`src/rtl/core/bbpid_pkg.sv`:
```
// Shared types, fixed-point constants and helpers for the ball balance PID controller.
// Depends on nothing; used by bbpid_mul and the top level.
package bbpid_pkg;

  // Shared multiplier operand and product widths
  localparam int unsigned MulAW = 34;
  localparam int unsigned MulBW = 27;
  localparam int unsigned MulPW = MulAW + MulBW;

  // Filter factors, Q0.16
  localparam logic signed [MulBW-1:0] K070 = 27'sd45875;
  localparam logic signed [MulBW-1:0] K030 = 27'sd19661;
  localparam logic signed [MulBW-1:0] K095 = 27'sd62259;
  localparam logic signed [MulBW-1:0] K005 = 27'sd3277;
  localparam logic signed [MulBW-1:0] K085 = 27'sd55706;
  localparam logic signed [MulBW-1:0] K090 = 27'sd58982;
  // ceil(2^32 / 72): exact quotient for dividends below 2^27
  localparam logic signed [MulBW-1:0] RecipDiv72 = 27'sd59652324;

  localparam logic signed [63:0] OneQ16     = 64'sd65536;
  localparam logic signed [63:0] JumpMax    = 64'sd150;
  localparam logic signed [15:0] PosBound   = 16'sd500;
  localparam logic signed [15:0] VelBound   = 16'sd40;
  localparam logic [3:0]         LostMax    = 4'd8;
  localparam logic signed [63:0] DbInner    = 64'sd524288;    // 8 px
  localparam logic signed [63:0] DbSpanQ16  = 64'sd4718592;   // 72 px
  localparam logic signed [63:0] IntegZone  = 64'sd7864320;   // 120 px
  localparam logic signed [63:0] CenterSnap = 64'sd196608;    // 3 px
  localparam logic signed [63:0] AngleSnap  = 64'sd32768;     // 0.5 deg
  localparam logic signed [63:0] VelLow     = 64'sd98304;     // 1.5
  localparam logic signed [63:0] VelMid     = 64'sd196608;    // 3.0

  // Configuration register indexes
  typedef enum logic [2:0] {
    CFG_SETPOINT    = 3'd0,
    CFG_PROP_GAIN   = 3'd1,
    CFG_INTEG_GAIN  = 3'd2,
    CFG_DERIV_GAIN  = 3'd3,
    CFG_INTEG_LIMIT = 3'd4,
    CFG_DERIV_LIMIT = 3'd5,
    CFG_ANGLE_LIMIT = 3'd6,
    CFG_SLEW_LIMIT  = 3'd7
  } cfg_idx_e;

  // Round to nearest Q16.16 (floor of v + 2^15, shifted)
  function automatic logic signed [63:0] rnd16(input logic signed [63:0] v);
    return (v + 64'sd32768) >>> 16;
  endfunction

  function automatic logic signed [31:0] sat32(input logic signed [63:0] v);
    logic signed [31:0] r;
    if (v > 64'sd2147483647) r = 32'sh7fffffff;
    else if (v < -64'sd2147483648) r = 32'sh80000000;
    else r = v[31:0];
    return r;
  endfunction

  function automatic logic signed [63:0] clampv(input logic signed [63:0] v,
                                                input logic signed [63:0] lim);
    logic signed [63:0] r;
    if (v > lim) r = lim;
    else if (v < -lim) r = -lim;
    else r = v;
    return r;
  endfunction

  function automatic logic signed [63:0] absv(input logic signed [63:0] v);
    return (v < 0) ? -v : v;
  endfunction

endpackage

```
`src/rtl/core/bbpid_mul.sv`:
```
// Shared signed multiplier with a registered product.
// Depends on bbpid_pkg for operand widths.
module bbpid_mul (
  input  logic                               clk_i,
  input  logic signed [bbpid_pkg::MulAW-1:0] a_i,
  input  logic signed [bbpid_pkg::MulBW-1:0] b_i,
  output logic signed [bbpid_pkg::MulPW-1:0] p_o
);
  import bbpid_pkg::*;

  logic signed [MulPW-1:0] p_q;

  // Product register, valid in the cycle after the operands
  always_ff @(posedge clk_i) begin
    p_q <= MulPW'(a_i) * MulPW'(b_i);
  end

  assign p_o = p_q;

endmodule

```
`config.mk`:
```
export PLATFORM = sky130hd
export DESIGN_NAME = bbpid_mul
export DESIGN_NICKNAME = d
export VERILOG_FILES = /design/src/rtl/core/bbpid_pkg.sv /design/src/rtl/core/bbpid_mul.sv
export SDC_FILE = /design/constraint.sdc
export NUM_CORES = 2
export LEC_CHECK = 0
export BUFFER_PORTS_ARGS = -buffer_cell sky130_fd_sc_hd__clkbuf_2
export CORE_MARGIN = 1
export CORE_UTILIZATION = 60
export DETAILED_ROUTE_END_ITERATION = 8
export PLACE_DENSITY = 0.77
export RECOVER_POWER = 50
export SETUP_SLACK_MARGIN = 0.4
export SLEW_MARGIN = 15
export SYNTH_ARGS = -nofsm -noshare
export SYNTH_HDL_FRONTEND = slang
export SYNTH_SLANG_ARGS = --single-unit
```
`constraint.sdc`:
```
create_clock -name clk_i -period 9.52 [get_ports clk_i]
set_input_delay 0.476 -clock clk_i [delete_from_list [all_inputs] [get_ports clk_i]]
set_output_delay 0.476 -clock clk_i [all_outputs]
set_load 0.02 [all_outputs]
```
Word-level counts from Yosys, hierarchy flattened
Cells that the tools add are included.
Operators by class
  multiply operators: 1
Operator list (number)
  multiplier 34 x 27 -> 61 bit: 1
Word-level totals
  input port bits: 62
  register bits: 61
  output and inout bits: 61
  logic and storage cells: 2

Logic depth before layout (Yosys ltp)
  word-level depth: 1
  mapped depth: 29
  mapped depth without buffers: 26

Worst setup path before layout
Ideal clock, no wire load.
  kind: in2reg
  start point: input port b_i[0] (netlist bit)
  end point: register p_q[60] (netlist: p_o[60])
  cell stages on the path: 26
  path buffers: 2
  setup slack: 1.989 ns
  arrival time: 7.459 ns
  setup time: 0.072 ns
  cells stage by stage: clkbuf_1 -> clkbuf_1 -> nand2_1 -> inv_1 -> fa_1 -> fa_1 -> fa_1 -> ha_1 -> inv_1 -> fa_1 -> inv_1 -> fa_1 -> inv_1 -> fa_1 -> inv_1 -> ha_1 -> a21o_1 -> a21o_1 -> a21oi_1 -> nor2_1 -> o311ai_0 -> o21ai_0 -> or3_1 -> a31o_2 -> a21oi_1 -> xnor2_1
On the way
  longest elaborated chain between the ends: 1
Ends and longest elaborated chain
  from (decl): line bbpid_mul.sv:6  | input logic signed [bbpid_pkg::MulBW-1:0] b_i,
  multiplier 34 x 27 -> 61 bit: line bbpid_mul.sv:15  | p_q <= MulPW'(a_i) * MulPW'(b_i);
  to (signal assigned): line bbpid_mul.sv:15
  to (decl): line bbpid_mul.sv:11  | logic signed [MulPW-1:0] p_q;
Every way passes these cells.

Worst setup path in the final report
  start point: input port b_i[0] (netlist bit)
  end point: register p_q[59] (netlist: p_o[59])
Same word-level chain as after synthesis.

==> flow_summary_export.csv <==
group,metric,value,unit
run_status,outcome,"finished, violations left",
run_status,violations,"max-capacitance violations, max-slew violations",
clock_tree,cts_tree,"yes",
cells_and_area,drive_gt1_share,2.995,%
critical_path,crit_path_end_kind,"flop",
run,maxCapViolCount,1,
cells_and_area,nets,4738,
clock_tree,clockBufferDepth,2,
placement,dp_hpwl,68310,um
clock_tree,cts.repair.resized,0,
min_path,hold_end,"p_o[0]",
critical_path,worstSetupPathType,"input port to flop",
timing,period_needed,8.421,ns
timing,grt_setup_unrepaired,"no",
synth,synth_fa_ha_area_share,62.88,%
cells_and_area,fin_area,34410,um2
timing,worstMarginPinSlew,1.623,ns
route,vias,23690,
synth,ys_types,51,
route,drt_iter0_drc,1262,
synth,synthFlopType,"dfxtp_1",
floorplan,die_area,56320,um2
placement,globalplace.congestion,0.9373,
placement,post_dp_cell_area,34140,um2
synth,synth-compound-area-share,3.258,%
route,wl_per_cell,19.62,um
placement,numPortBuffers,122,
cells_and_area,fillCellCount,4532,
synth,synth_warnings,0,
cells_and_area,final_common_cell,"inv_1",
synth,ys_ff_latch,61,
timing,fin_setup_tns,0,ns
global_route,grt_pass1_vias,26100,
timing,relSlewSlack,-8.205,%
route,wirelength,83780,um
floorplan,die_w,237.3,um
floorplan,rows,85,
min_path,min_from,"a_i[0]",
critical_path,critPathLaunch,"b_i[0]",
clock_tree,clk_pin_slew,0.06,ns
synth,synth_xor_area_share,1.714,%
synth,syn_area,33220,um2
route,drc_errors,0,
timing,period_share,88.46,%
global_route,grt_pass1_wl,135000,um
clock_tree,cts_buffers,9,
synth,muxShareOfSynthArea,0.03013,%
critical_path,cp_max_fo,33,
cells_and_area,area_growth,3.585,%
critical_path,crit_required,9.75,ns
synth,synthSimpleGateAreaFrac,15.49,%
route,ant_nets,0,
critical_path,crit_arrival,8.65,ns
timing,final_hold_viol_count,0,
clock_tree,cts_max_level,3,
route,drtPass1Iterations,8,
min_path,holdCritPathClass,"input port to flop",
global_route,antenna_found_initial,2,
synth,synth_fp_nets,4771,
synth,synth_top_family_by_area,"adder cells",
route,drt-vias-per-instance,5.548,
floorplan,initial_core_util,61.25,%
floorplan,ioPinCount,123,
clock_tree,root_buffer,"clkbuf_16",
global_route,track_usage,31.43,%
critical_path,startpoint_type,"input port",
cells_and_area,largest_reg_flops,61,
synth,postSynthCellCount,3601,
global_route,grt-ovfl-total,0,
synth,seq_area_frac_synth,3.676,%
global_route,grt_max_degree,35,
clock_tree,hold_buffers,0,
timing,max_freq,118.7,MHz
synth,async_flop_share,0,%
clock_tree,postCtsSetupRepairBufs,0,
floorplan,fp.dieH,237.3,um
clock_tree,clock-sinks,61,
min_path,holdPathStages,2,
timing,slew_violations,34,
synth,synth_edf_count,0,
timing,setup_violations,0,
synth,postSynthAreaPerCell,9.226,um2
floorplan,coreArea,54240,um2
cells_and_area,mostFrequentLayoutCells,"962 x inv_1, 936 x fa_1, 522 x nand2_1, 401 x and2_1, 172 x ha_1",
## critical path, cell delays in order
cell      delay (ns)
clkbuf_2        0.18
clkbuf_1        1.19
nand2_1         0.22
fa_1            0.59
inv_1           0.05
fa_1            0.47
fa_1            0.52
inv_1           0.05
fa_1            0.48
fa_1            0.52
inv_1           0.06
fa_1            0.53
inv_1           0.05
fa_1            0.60
inv_1           0.07
ha_1            0.40
nand2_1         0.10
nor2_1          0.14
o21ai_1         0.08
a21o_1          0.21
a2111o_1        0.51
a31oi_4         0.27
a221oi_2        0.13
o41ai_4         0.39
o221ai_1        0.21
xnor2_1         0.15
## how the worst max path moves through the flow
stage,to,slack (ns),cells past startpoint
2_1_floorplan,p_o[60],1.99,26
3_3_place_gp,p_o[60],1.43,25
3_5_place_dp,p_o[60],1.34,23
4_1_cts,p_o[60],1.67,23
5_1_grt,p_o[59],0.79,26
6_report,p_o[59],1.10,26
## cell families (layout without fill, tap and decap cells)
family,Yosys count,after routing
mux,1,1
buf+inv,1145,1117
simple gates,1058,1058
flops,61,61
xor+xnor,65,65
fa+ha+maj,1108,1108
other cells,0,1
compound gates,163,163
## Yosys cell counts, types with 3 or more instances
cell type / count / area share [%]
nor2b_1: 8 / 0.15
and2_1: 402 / 7.6
o21a_1: 5 / 0.11
xor2_1: 20 / 0.53
nand4_1: 14 / 0.26
a21oi_1: 57 / 0.86
fa_1: 936 / 56
nor3_1: 9 / 0.14
o211ai_1: 3 / 0.068
nor2_1: 60 / 0.68
dfxtp_1: 61 / 3.7
a211oi_1: 5 / 0.11
and3_1: 6 / 0.11
ha_1: 172 / 6.5
a31o_2: 3 / 0.079
a21o_1: 26 / 0.59
buf_2: 4 / 0.060
nand2_1: 522 / 5.9
nand3b_1: 3 / 0.068
o21ai_0: 27 / 0.41
nand3_1: 15 / 0.23
o21bai_1: 12 / 0.27
a31oi_1: 6 / 0.11
xnor2_1: 45 / 1.2
clkbuf_1: 178 / 2.0
nand2b_1: 11 / 0.21
inv_1: 962 / 11
## routing by layer
| layer | share of wire, % | track usage (%) | up-vias |
|---|---|---|---|
| li1 | - | - | 10090 |
| met1 | 34 | 35.27 | 12310 |
| met4 | 7.7 | 20.53 | 2 |
| met5 | 0.016 | 0 | - |
| met3 | 6.4 | 4.123 | 310 |
| met2 | 52 | 56.26 | 984 |
## metrics by stage
step,hold WS [ns],worst slack [ns],util (%),instances
CTS,0.8121,1.665,63.59,4269
detailed placement,0.8901,1.340,62.94,4253
floorplan,0.6033,1.989,-,3601
global route,0.9108,0.7915,63.45,4270
global placement,0.8913,1.435,62.94,4253
finish,0.8939,1.099,63.45,4270
## layout make-up
class                      count  area [um2]  area share (%)
multi-input combinational   2395       27700           80.49
inverter                     962        3611           10.49
sequential                    61        1221           3.548
tap                          696       870.8           2.530
timing repair buffer         139       660.6           1.920
clock buffer                   9       225.2          0.6544
clock inverter                 7       123.9          0.3599
antenna                        1       2.502        0.007271
Power is not shown: default switching activity piles up to over one toggle a cycle in this logic, so the estimate is an artifact.
